$ cat config.mk
export PLATFORM = sky130hd
export DESIGN_NAME = battery_voltage_gauge_top
export DESIGN_NICKNAME = d
export VERILOG_FILES = /design/src/rtl/core/bvg_pkg.sv /design/src/rtl/core/bvg_cfg_regs.sv /design/src/rtl/core/bvg_div.sv /design/src/rtl/core/bvg_grade.sv /design/src/rtl/core/battery_voltage_gauge_top.sv
export SDC_FILE = /design/constraint.sdc
export NUM_CORES = 2
export LEC_CHECK = 0
export ABC_CLOCK_PERIOD_IN_PS = 24500
export BUFFER_PORTS_ARGS = -buffer_cell sky130_fd_sc_hd__buf_2
export CAP_MARGIN = 25
export CELL_PAD_IN_SITES_DETAIL_PLACEMENT = 0
export CELL_PAD_IN_SITES_GLOBAL_PLACEMENT = 1
export CORE_ASPECT_RATIO = 1.5
export CORE_MARGIN = 2
export CORE_UTILIZATION = 55
export DETAILED_ROUTE_END_ITERATION = 16
export PLACE_DENSITY_LB_ADDON = 0.1
export SLEW_MARGIN = 20
export SYNTH_ARGS = -nofsm -noshare
export SYNTH_HDL_FRONTEND = slang
export SYNTH_SLANG_ARGS = --single-unit
$ cat constraint.sdc
create_clock -name i_clk -period 24.5 [get_ports i_clk]
set_input_delay 4.9 -clock i_clk [delete_from_list [all_inputs] [get_ports i_clk]]
set_output_delay 4.9 -clock i_clk [all_outputs]
set_load 0.02 [all_outputs]
$ cat src/rtl/core/bvg_pkg.sv
package bvg_pkg;

    localparam int SampleW  = 16;
    localparam int OhmW     = 20;
    localparam int ProdW    = SampleW + OhmW + 1;
    localparam int PctW     = 7;
    localparam int LevelW   = 3;
    localparam int CfgIdxW  = 3;
    localparam int CfgDataW = 20;
    localparam int DivStages = 4;
    localparam int DivBits   = SampleW / DivStages;
    localparam int NumW      = SampleW + PctW;
    localparam int PctBitsB  = 4;
    localparam int PctBitsC  = PctW - PctBitsB;

    localparam logic [CfgIdxW-1:0] REG_DIV_TOP   = 3'd0;
    localparam logic [CfgIdxW-1:0] REG_DIV_BOT   = 3'd1;
    localparam logic [CfgIdxW-1:0] REG_CHEM      = 3'd2;
    localparam logic [CfgIdxW-1:0] REG_CUST_EMPTY = 3'd3;
    localparam logic [CfgIdxW-1:0] REG_CUST_FULL = 3'd4;
    localparam logic [CfgIdxW-1:0] REG_CRIT      = 3'd5;
    localparam logic [CfgIdxW-1:0] REG_LOW       = 3'd6;
    localparam logic [CfgIdxW-1:0] REG_FULL      = 3'd7;

    localparam logic [1:0] CHEM_LIION  = 2'd0;
    localparam logic [1:0] CHEM_LFP    = 2'd1;
    localparam logic [1:0] CHEM_CUSTOM = 2'd2;

    localparam logic [LevelW-1:0] LVL_UNKNOWN  = 3'd0;
    localparam logic [LevelW-1:0] LVL_CRITICAL = 3'd1;
    localparam logic [LevelW-1:0] LVL_LOW      = 3'd2;
    localparam logic [LevelW-1:0] LVL_NORMAL   = 3'd3;
    localparam logic [LevelW-1:0] LVL_FULL     = 3'd4;

    localparam logic [SampleW-1:0] MV_MAX         = 16'hFFFF;
    localparam logic [SampleW-1:0] LIION_EMPTY_MV = 16'd3300;
    localparam logic [SampleW-1:0] LIION_FULL_MV  = 16'd4200;
    localparam logic [SampleW-1:0] LFP_EMPTY_MV   = 16'd2800;
    localparam logic [SampleW-1:0] LFP_FULL_MV    = 16'd3650;
    localparam logic [SampleW-1:0] LIION_CRIT_MV  = 16'd3400;
    localparam logic [SampleW-1:0] LIION_LOW_MV   = 16'd3600;
    localparam logic [SampleW-1:0] LIION_FULLT_MV = 16'd4150;
    localparam logic [SampleW-1:0] LFP_CRIT_MV    = 16'd2900;
    localparam logic [SampleW-1:0] LFP_LOW_MV     = 16'd3100;
    localparam logic [SampleW-1:0] LFP_FULLT_MV   = 16'd3550;
    localparam logic [PctW-1:0]    PCT_MAX        = 7'd100;

    typedef struct packed {
        logic [OhmW-1:0]    div_top;
        logic [OhmW-1:0]    div_bot;
        logic [1:0]         chem;
        logic [SampleW-1:0] cust_empty;
        logic [SampleW-1:0] cust_full;
        logic [SampleW-1:0] crit;
        logic [SampleW-1:0] low;
        logic [SampleW-1:0] full;
    } t_cfg;

    // one restoring division step: returns {quotient bit, new remainder}
    function automatic logic [OhmW:0] div_step(input logic [OhmW-1:0] rem,
                                               input logic din,
                                               input logic [OhmW-1:0] d);
        logic [OhmW:0] t;
        logic [OhmW:0] s;
        t = {rem, din};
        s = t - {1'b0, d};
        if (t >= {1'b0, d}) begin
            return {1'b1, s[OhmW-1:0]};
        end else begin
            return {1'b0, t[OhmW-1:0]};
        end
    endfunction

endpackage

$ cat src/rtl/core/bvg_cfg_regs.sv
module bvg_cfg_regs
    import bvg_pkg::*;
(
    input  logic                i_clk,
    input  logic                i_rst_n,
    input  logic                i_cfg_wr_en,
    input  logic [CfgIdxW-1:0]  i_cfg_index,
    input  logic [CfgDataW-1:0] i_cfg_data,
    output t_cfg                o_cfg
);

    t_cfg r_cfg;

    always_ff @(posedge i_clk) begin
        if (!i_rst_n) begin
            r_cfg.div_top    <= '0;
            r_cfg.div_bot    <= OhmW'(1);
            r_cfg.chem       <= CHEM_LIION;
            r_cfg.cust_empty <= LIION_EMPTY_MV;
            r_cfg.cust_full  <= LIION_FULL_MV;
            r_cfg.crit       <= '0;
            r_cfg.low        <= '0;
            r_cfg.full       <= '0;
        end else if (i_cfg_wr_en) begin
            case (i_cfg_index)
                REG_DIV_TOP:    r_cfg.div_top    <= i_cfg_data;
                REG_DIV_BOT:    r_cfg.div_bot    <= i_cfg_data;
                REG_CHEM:       r_cfg.chem       <= i_cfg_data[1:0];
                REG_CUST_EMPTY: r_cfg.cust_empty <= i_cfg_data[SampleW-1:0];
                REG_CUST_FULL:  r_cfg.cust_full  <= i_cfg_data[SampleW-1:0];
                REG_CRIT:       r_cfg.crit       <= i_cfg_data[SampleW-1:0];
                REG_LOW:        r_cfg.low        <= i_cfg_data[SampleW-1:0];
                REG_FULL:       r_cfg.full       <= i_cfg_data[SampleW-1:0];
                default: ;
            endcase
        end
    end

    assign o_cfg = r_cfg;

endmodule

$ cat src/rtl/core/bvg_div.sv
module bvg_div
    import bvg_pkg::*;
(
    input  logic               i_clk,
    input  logic               i_rst_n,
    input  t_cfg               i_cfg,
    input  logic               i_valid,
    output logic               o_ready,
    input  logic [SampleW-1:0] i_sample,
    output logic               o_valid,
    input  logic               i_ready,
    output logic [SampleW-1:0] o_sample,
    output logic [SampleW-1:0] o_quot,
    output logic               o_sat,
    output logic               o_zero
);

    // product stage
    logic               r_vld0;
    logic [SampleW-1:0] r_smp0;
    logic [ProdW-1:0]   r_prod0;
    logic [ProdW-1:0]   n_prod0;
    logic [OhmW:0]      ohm_sum;
    logic               en0;

    // division stages, DivBits quotient bits each
    logic               r_vld [DivStages];
    logic [SampleW-1:0] r_smp [DivStages];
    logic [OhmW-1:0]    r_rem [DivStages];
    logic [SampleW-1:0] r_low [DivStages];
    logic [SampleW-1:0] r_q   [DivStages];
    logic               r_sat [DivStages];
    logic               r_zero[DivStages];

    logic               n_vld [DivStages];
    logic [SampleW-1:0] n_smp [DivStages];
    logic [OhmW-1:0]    n_rem [DivStages];
    logic [SampleW-1:0] n_low [DivStages];
    logic [SampleW-1:0] n_q   [DivStages];
    logic               n_sat [DivStages];
    logic               n_zero[DivStages];
    logic               en    [DivStages];

    assign ohm_sum = {1'b0, i_cfg.div_top} + {1'b0, i_cfg.div_bot};
    assign n_prod0 = {{(ProdW-SampleW){1'b0}}, i_sample}
                   * {{(ProdW-OhmW-1){1'b0}}, ohm_sum};

    always_comb begin
        en[DivStages-1] = !r_vld[DivStages-1] || i_ready;
        for (int k = DivStages-2; k >= 0; k--) begin
            en[k] = !r_vld[k] || en[k+1];
        end
        en0 = !r_vld0 || en[0];
    end

    assign o_ready = en0;

    always_comb begin
        logic [OhmW-1:0]    rem;
        logic [SampleW-1:0] low;
        logic [SampleW-1:0] q;
        logic [OhmW:0]      st;
        for (int k = 0; k < DivStages; k++) begin
            if (k == 0) begin
                n_vld[k]  = r_vld0;
                n_smp[k]  = r_smp0;
                rem       = r_prod0[ProdW-2:SampleW];
                low       = r_prod0[SampleW-1:0];
                q         = '0;
                if (i_cfg.div_bot == '0) begin
                    n_sat[k]  = (r_smp0 != '0);
                    n_zero[k] = (r_smp0 == '0);
                end else begin
                    n_sat[k]  = (r_prod0[ProdW-1:SampleW] >= {1'b0, i_cfg.div_bot});
                    n_zero[k] = 1'b0;
                end
            end else begin
                n_vld[k]  = r_vld[k-1];
                n_smp[k]  = r_smp[k-1];
                rem       = r_rem[k-1];
                low       = r_low[k-1];
                q         = r_q[k-1];
                n_sat[k]  = r_sat[k-1];
                n_zero[k] = r_zero[k-1];
            end
            for (int j = 0; j < DivBits; j++) begin
                st  = div_step(rem, low[SampleW-1], i_cfg.div_bot);
                rem = st[OhmW-1:0];
                q   = {q[SampleW-2:0], st[OhmW]};
                low = {low[SampleW-2:0], 1'b0};
            end
            n_rem[k] = rem;
            n_low[k] = low;
            n_q[k]   = q;
        end
    end

    always_ff @(posedge i_clk) begin
        if (!i_rst_n) begin
            r_vld0 <= 1'b0;
            for (int k = 0; k < DivStages; k++) begin
                r_vld[k] <= 1'b0;
            end
        end else begin
            if (en0) begin
                r_vld0 <= i_valid;
            end
            for (int k = 0; k < DivStages; k++) begin
                if (en[k]) begin
                    r_vld[k] <= n_vld[k];
                end
            end
        end
    end

    always_ff @(posedge i_clk) begin
        if (en0) begin
            r_smp0  <= i_sample;
            r_prod0 <= n_prod0;
        end
        for (int k = 0; k < DivStages; k++) begin
            if (en[k]) begin
                r_smp[k]  <= n_smp[k];
                r_rem[k]  <= n_rem[k];
                r_low[k]  <= n_low[k];
                r_q[k]    <= n_q[k];
                r_sat[k]  <= n_sat[k];
                r_zero[k] <= n_zero[k];
            end
        end
    end

    assign o_valid  = r_vld[DivStages-1];
    assign o_sample = r_smp[DivStages-1];
    assign o_quot   = r_q[DivStages-1];
    assign o_sat    = r_sat[DivStages-1];
    assign o_zero   = r_zero[DivStages-1];

endmodule

$ cat src/rtl/core/bvg_grade.sv
module bvg_grade
    import bvg_pkg::*;
(
    input  logic               i_clk,
    input  logic               i_rst_n,
    input  t_cfg               i_cfg,
    input  logic               i_valid,
    output logic               o_ready,
    input  logic [SampleW-1:0] i_sample,
    input  logic [SampleW-1:0] i_quot,
    input  logic               i_sat,
    input  logic               i_zero,
    output logic               o_valid,
    input  logic               i_ready,
    output logic [SampleW-1:0] o_sample_echo_mv,
    output logic [SampleW-1:0] o_battery_mv,
    output logic [PctW-1:0]    o_charge_percent,
    output logic [LevelW-1:0]  o_level_class
);

    logic en_a, en_b, en_c;

    // stage A: battery voltage, limits, scaled numerator
    logic               r_vld_a;
    logic [SampleW-1:0] r_smp_a, r_v_a, r_den_a;
    logic [NumW-1:0]    r_num_a;
    logic               r_le_a, r_ge_a;

    logic [SampleW-1:0] v, lim_lo, lim_hi, diff;
    logic [NumW-1:0]    n_num;

    // stage B: upper quotient bits
    logic                r_vld_b;
    logic [SampleW-1:0]  r_smp_b, r_v_b, r_den_b;
    logic [OhmW-1:0]     r_rem_b;
    logic [PctBitsC-1:0] r_low_b;
    logic [PctBitsB-1:0] r_q_b;
    logic                r_le_b, r_ge_b;
    logic [OhmW-1:0]     n_rem_b;
    logic [PctBitsB-1:0] n_q_b;

    // stage C: output register
    logic               r_vld_c;
    logic [SampleW-1:0] r_smp_c, r_v_c;
    logic [PctW-1:0]    r_pct_c;
    logic [LevelW-1:0]  r_lvl_c;
    logic [PctW-1:0]    n_pct;
    logic [LevelW-1:0]  n_lvl;
    logic [SampleW-1:0] th_crit, th_low, th_full;
    logic               lfp;

    assign en_c    = !r_vld_c || i_ready;
    assign en_b    = !r_vld_b || en_c;
    assign en_a    = !r_vld_a || en_b;
    assign o_ready = en_a;

    always_comb begin
        v = i_zero ? '0 : (i_sat ? MV_MAX : i_quot);
        case (i_cfg.chem)
            CHEM_LFP: begin
                lim_lo = LFP_EMPTY_MV;
                lim_hi = LFP_FULL_MV;
            end
            CHEM_CUSTOM: begin
                lim_lo = i_cfg.cust_empty;
                lim_hi = i_cfg.cust_full;
            end
            default: begin
                lim_lo = LIION_EMPTY_MV;
                lim_hi = LIION_FULL_MV;
            end
        endcase
        diff  = v - lim_lo;
        // x100 = x64 + x32 + x4
        n_num = {1'b0, diff, 6'b0} + {2'b0, diff, 5'b0} + {5'b0, diff, 2'b0};
    end

    always_comb begin
        logic [OhmW-1:0]  rem;
        logic [OhmW:0]    st;
        rem = {{(OhmW-SampleW){1'b0}}, r_num_a[NumW-1:PctW]};
        for (int j = 0; j < PctBitsB; j++) begin
            st       = div_step(rem, r_num_a[PctW-1-j], {{(OhmW-SampleW){1'b0}}, r_den_a});
            rem      = st[OhmW-1:0];
            n_q_b[PctBitsB-1-j] = st[OhmW];
        end
        n_rem_b = rem;
    end

    always_comb begin
        logic [OhmW-1:0]     rem;
        logic [OhmW:0]       st;
        logic [PctBitsC-1:0] qc;
        rem = r_rem_b;
        for (int j = 0; j < PctBitsC; j++) begin
            st  = div_step(rem, r_low_b[PctBitsC-1-j], {{(OhmW-SampleW){1'b0}}, r_den_b});
            rem = st[OhmW-1:0];
            qc[PctBitsC-1-j] = st[OhmW];
        end
        if (r_le_b) begin
            n_pct = '0;
        end else if (r_ge_b) begin
            n_pct = PCT_MAX;
        end else begin
            n_pct = {r_q_b, qc};
        end
    end

    always_comb begin
        lfp     = (i_cfg.chem == CHEM_LFP);
        th_crit = (i_cfg.crit != '0) ? i_cfg.crit : (lfp ? LFP_CRIT_MV  : LIION_CRIT_MV);
        th_low  = (i_cfg.low  != '0) ? i_cfg.low  : (lfp ? LFP_LOW_MV   : LIION_LOW_MV);
        th_full = (i_cfg.full != '0) ? i_cfg.full : (lfp ? LFP_FULLT_MV : LIION_FULLT_MV);
        if (r_v_b == '0) begin
            n_lvl = LVL_UNKNOWN;
        end else if (r_v_b < th_crit) begin
            n_lvl = LVL_CRITICAL;
        end else if (r_v_b < th_low) begin
            n_lvl = LVL_LOW;
        end else if (r_v_b >= th_full) begin
            n_lvl = LVL_FULL;
        end else begin
            n_lvl = LVL_NORMAL;
        end
    end

    always_ff @(posedge i_clk) begin
        if (!i_rst_n) begin
            r_vld_a <= 1'b0;
            r_vld_b <= 1'b0;
            r_vld_c <= 1'b0;
        end else begin
            if (en_a) begin
                r_vld_a <= i_valid;
            end
            if (en_b) begin
                r_vld_b <= r_vld_a;
            end
            if (en_c) begin
                r_vld_c <= r_vld_b;
            end
        end
    end

    always_ff @(posedge i_clk) begin
        if (en_a) begin
            r_smp_a <= i_sample;
            r_v_a   <= v;
            r_den_a <= lim_hi - lim_lo;
            r_num_a <= n_num;
            r_le_a  <= (v <= lim_lo);
            r_ge_a  <= (v >= lim_hi);
        end
        if (en_b) begin
            r_smp_b <= r_smp_a;
            r_v_b   <= r_v_a;
            r_den_b <= r_den_a;
            r_rem_b <= n_rem_b;
            r_low_b <= r_num_a[PctBitsC-1:0];
            r_q_b   <= n_q_b;
            r_le_b  <= r_le_a;
            r_ge_b  <= r_ge_a;
        end
        if (en_c) begin
            r_smp_c <= r_smp_b;
            r_v_c   <= r_v_b;
            r_pct_c <= n_pct;
            r_lvl_c <= n_lvl;
        end
    end

    assign o_valid          = r_vld_c;
    assign o_sample_echo_mv = r_smp_c;
    assign o_battery_mv     = r_v_c;
    assign o_charge_percent = r_pct_c;
    assign o_level_class    = r_lvl_c;

endmodule

$ cat src/rtl/core/battery_voltage_gauge_top.sv
// Channel   Handshake            Payload
// sample    i_valid / o_ready    i_sample_mv
// result    o_valid / i_ready    o_sample_echo_mv, o_battery_mv, o_charge_percent,
//                                o_level_class
// config    i_cfg_wr_en          i_cfg_index, i_cfg_data
//
// One sample per cycle unless the output stalls; stages: product, four divider
// stages of four quotient bits each, limits, percent division (4 + 3 bits), output.
// Synchronous active-low reset clears valid bits and loads register defaults.
// Each stage holds while the one after it is full and stalled; bubbles collapse.
module battery_voltage_gauge_top
    import bvg_pkg::*;
(
    input  logic                i_clk,
    input  logic                i_rst_n,
    input  logic                i_cfg_wr_en,
    input  logic [CfgIdxW-1:0]  i_cfg_index,
    input  logic [CfgDataW-1:0] i_cfg_data,
    input  logic                i_valid,
    output logic                o_ready,
    input  logic [SampleW-1:0]  i_sample_mv,
    output logic                o_valid,
    input  logic                i_ready,
    output logic [SampleW-1:0]  o_sample_echo_mv,
    output logic [SampleW-1:0]  o_battery_mv,
    output logic [PctW-1:0]     o_charge_percent,
    output logic [LevelW-1:0]   o_level_class
);

    t_cfg               cfg;
    logic               div_valid;
    logic               div_ready;
    logic [SampleW-1:0] div_sample;
    logic [SampleW-1:0] div_quot;
    logic               div_sat;
    logic               div_zero;

    bvg_cfg_regs u_cfg (
        .i_clk       (i_clk),
        .i_rst_n     (i_rst_n),
        .i_cfg_wr_en (i_cfg_wr_en),
        .i_cfg_index (i_cfg_index),
        .i_cfg_data  (i_cfg_data),
        .o_cfg       (cfg)
    );

    bvg_div u_div (
        .i_clk    (i_clk),
        .i_rst_n  (i_rst_n),
        .i_cfg    (cfg),
        .i_valid  (i_valid),
        .o_ready  (o_ready),
        .i_sample (i_sample_mv),
        .o_valid  (div_valid),
        .i_ready  (div_ready),
        .o_sample (div_sample),
        .o_quot   (div_quot),
        .o_sat    (div_sat),
        .o_zero   (div_zero)
    );

    bvg_grade u_grade (
        .i_clk            (i_clk),
        .i_rst_n          (i_rst_n),
        .i_cfg            (cfg),
        .i_valid          (div_valid),
        .o_ready          (div_ready),
        .i_sample         (div_sample),
        .i_quot           (div_quot),
        .i_sat            (div_sat),
        .i_zero           (div_zero),
        .o_valid          (o_valid),
        .i_ready          (i_ready),
        .o_sample_echo_mv (o_sample_echo_mv),
        .o_battery_mv     (o_battery_mv),
        .o_charge_percent (o_charge_percent),
        .o_level_class    (o_level_class)
    );

endmodule

==> impl_metrics.toml <==
[clock_tree]
cts-root-buf = "clkbuf_16"
ctsHoldBuffers = 0
cts_max_path_buffers = 3
clkTransAtPathRegs_ns = 0.07
clkLatencyLatePin_ns = 0.69
post_cts_resized = 0
post-cts-setup-buffers = 0
cts_buffers = 57
cts_tree = "done"
htree_levels = 2
clock_sinks = 567

[sta]
worst_slack_ns = 10.67
fmax_mhz = 72.3
worstMarginPinSlew_ns = 0.983
fin_crit_sh_pct = 56.5
slew_viol_final = 0
rsz0062_at_grt = "no"
fin_hold_ws_ns = 0.391
setup_tns_ns = 0
hold_violations = 0
setup_viol = 0
period_needed_ns = 13.83
maxSlewHeadroom_pct = 34.3
fin_worst_skew_ns = 0.0583

[placement]
portBuffers = 87
dpl.hpwl_um = 129000
globalplace.congestion = 0.907
place_ws_ns = 10.85

[final_layout]
multiInputGateArea_um2 = 38700
diodes = 0
area_growth_pct = 7.68
drive_gt1_share_pct = 7.14
n_fill_cell = 9299
utilization_pct = 59.5
register_area_um2 = 15700
layout.nets = 7509

[routing]
route.detailed.vias_per_inst = 5.88
wire_per_inst_um = 21.0
wl_met3_um = 5920
wl_met1_um = 63000
ant_nets = 0
dr_wl_met2_um = 87500
dr.max_layer_used = "met4"
vias = 46542
routed_wirelength_um = 166000
dr.pass1.iters = 6
drtIter0Drc = 3041
drcViolationCount = 0

[worst_setup_path]
cp.arrival_ns = 14.22
critical-path-max-stage-delay_ns = 0.71
crit_top_cell = "o21ai_0"
critPathRequiredTime_ns = 24.89
cp-end-kind = "register"
r2r_cells = 57
start_kind = "register"
cpMaxStageDelayCell = "a311oi_1"
critPathKind = "register to register"
cp_max_fo = 39

[global_routing]
grt_usage_pct = 31.0
grt_antenna_before_repair = 0
grt_overflow = 0
grt_pass1_wl_um = 257000
grt_max_degree = 101
grt_pass1_vias = 46522

[synthesis]
synth.top_cell.area_share_pct = 22.9
yosys-top-cells-count = "836 x nand2_1, 696 x ha_1, 632 x inv_1, 438 x edfxtp_1, 430 x nor2_1"
synth_area_leaders = "edfxtp_1 23%, ha_1 15%, fa_1 11%"
synthCells = 6406
syn_nets = 7447
yosysTopAreaCell = "edfxtp_1"
synth_edf_count = 438
ys_types = 90
yosys_register_bits = 567
ys_warn_count = 0
syn_area_um2 = 57400
ys_seq_area_share_pct = 27.4
yosysMostFrequentCell = "nand2_1"
syn_avg_cell_area_um2 = 8.96
synth_async_sr_flop_share_pct = 0
ys.flop_type = "edfxtp_1"

[run]
maxCapViolCount = 0

[floorplan]
coreArea_um2 = 104000
die_h_um = 400
die_w_um = 268
start_util_pct = 55.3
rows = 145
top_level_ports = 88
die-area_um2 = 107000

[outcome]
status = "finished clean"

[min_path]
min_path_type = "register to register"
holdPathStages = 0
## layer usage
metal  vias up  global-route usage (%)
met5         -                       0
met4         0                    16.6
met3       404                    2.74
met2      1049                    58.2
met1     22516                    34.4
li1      22573                       -
## flip-flops by register name, indices dropped and copies added, names as in the netlist, 20 cells and up
signal	flops
u_div.r_q	40
u_div.r_low	24
u_div.r_rem	60
u_grade.r_num_a	21
u_div.r_prod0	37
u_cfg.o_cfg	122
u_div.r_smp	64
u_grade.r_rem_b	20
## stage by stage
step / instance area (um^2) / cells
finish: 61800 / 7913
global route: 61800 / 7913
CTS: 61800 / 7912
detailed placement: 59600 / 7804
global placement: 59600 / 7801
floorplan: 57400 / 6406
## final cells by class
class | instances | share of cell area [%]
clock buffers | 62 | 2.39
clock inverters | 46 | 1.05
inverters | 635 | 3.86
multi-input cells | 5034 | 62.6
flip-flops and latches | 567 | 25.5
well taps | 1396 | 2.83
repair buffers | 173 | 1.76
## final timing paths
check	start	to	slack [ns]
max	u_cfg.o_cfg[83]	u_div.r_rem[2][9]	10.67
min	u_div.r_smp[2][14]	u_div.r_smp[3][14]	0.39
max reg2reg	u_cfg.o_cfg[83]	u_div.r_rem[2][9]	10.67
min reg2reg	u_div.r_smp[2][14]	u_div.r_smp[3][14]	0.39
## critical path: cells and delay by family, from the launching register on
kind | cells | cell delay, ns
fa+ha+maj | 4 | 1.24
flops | 1 | 0.31
compound gates | 34 | 8.80
buf+inv | 8 | 1.66
simple gates | 11 | 1.42
## cells in the final DEF (no fill, tap or decap), drive strengths merged, types with 154 or more instances in the layout
cell type | Yosys | routed
nor2 | 431 | 431
buf | 21 | 172
edfxtp | 438 | 438
a21boi | 160 | 160
o21ai | 365 | 365
nand2 | 837 | 837
ha | 696 | 696
fa | 301 | 301
inv | 634 | 640
a21o | 154 | 154
xnor2 | 263 | 263
a21oi | 421 | 421
## cell families after synthesis
| group | synth area share, % |
|---|---|
| simple gates | 16.0 |
| compound gates | 16.9 |
| fa+ha+maj | 25.7 |
| buf+inv | 5.30 |
| flops | 27.4 |
| xor+xnor | 5.88 |
| mux | 2.84 |
Power is left out: the tool's default activity adds up to more than one toggle a clock period on the data nets, which glitch-free logic cannot reach.
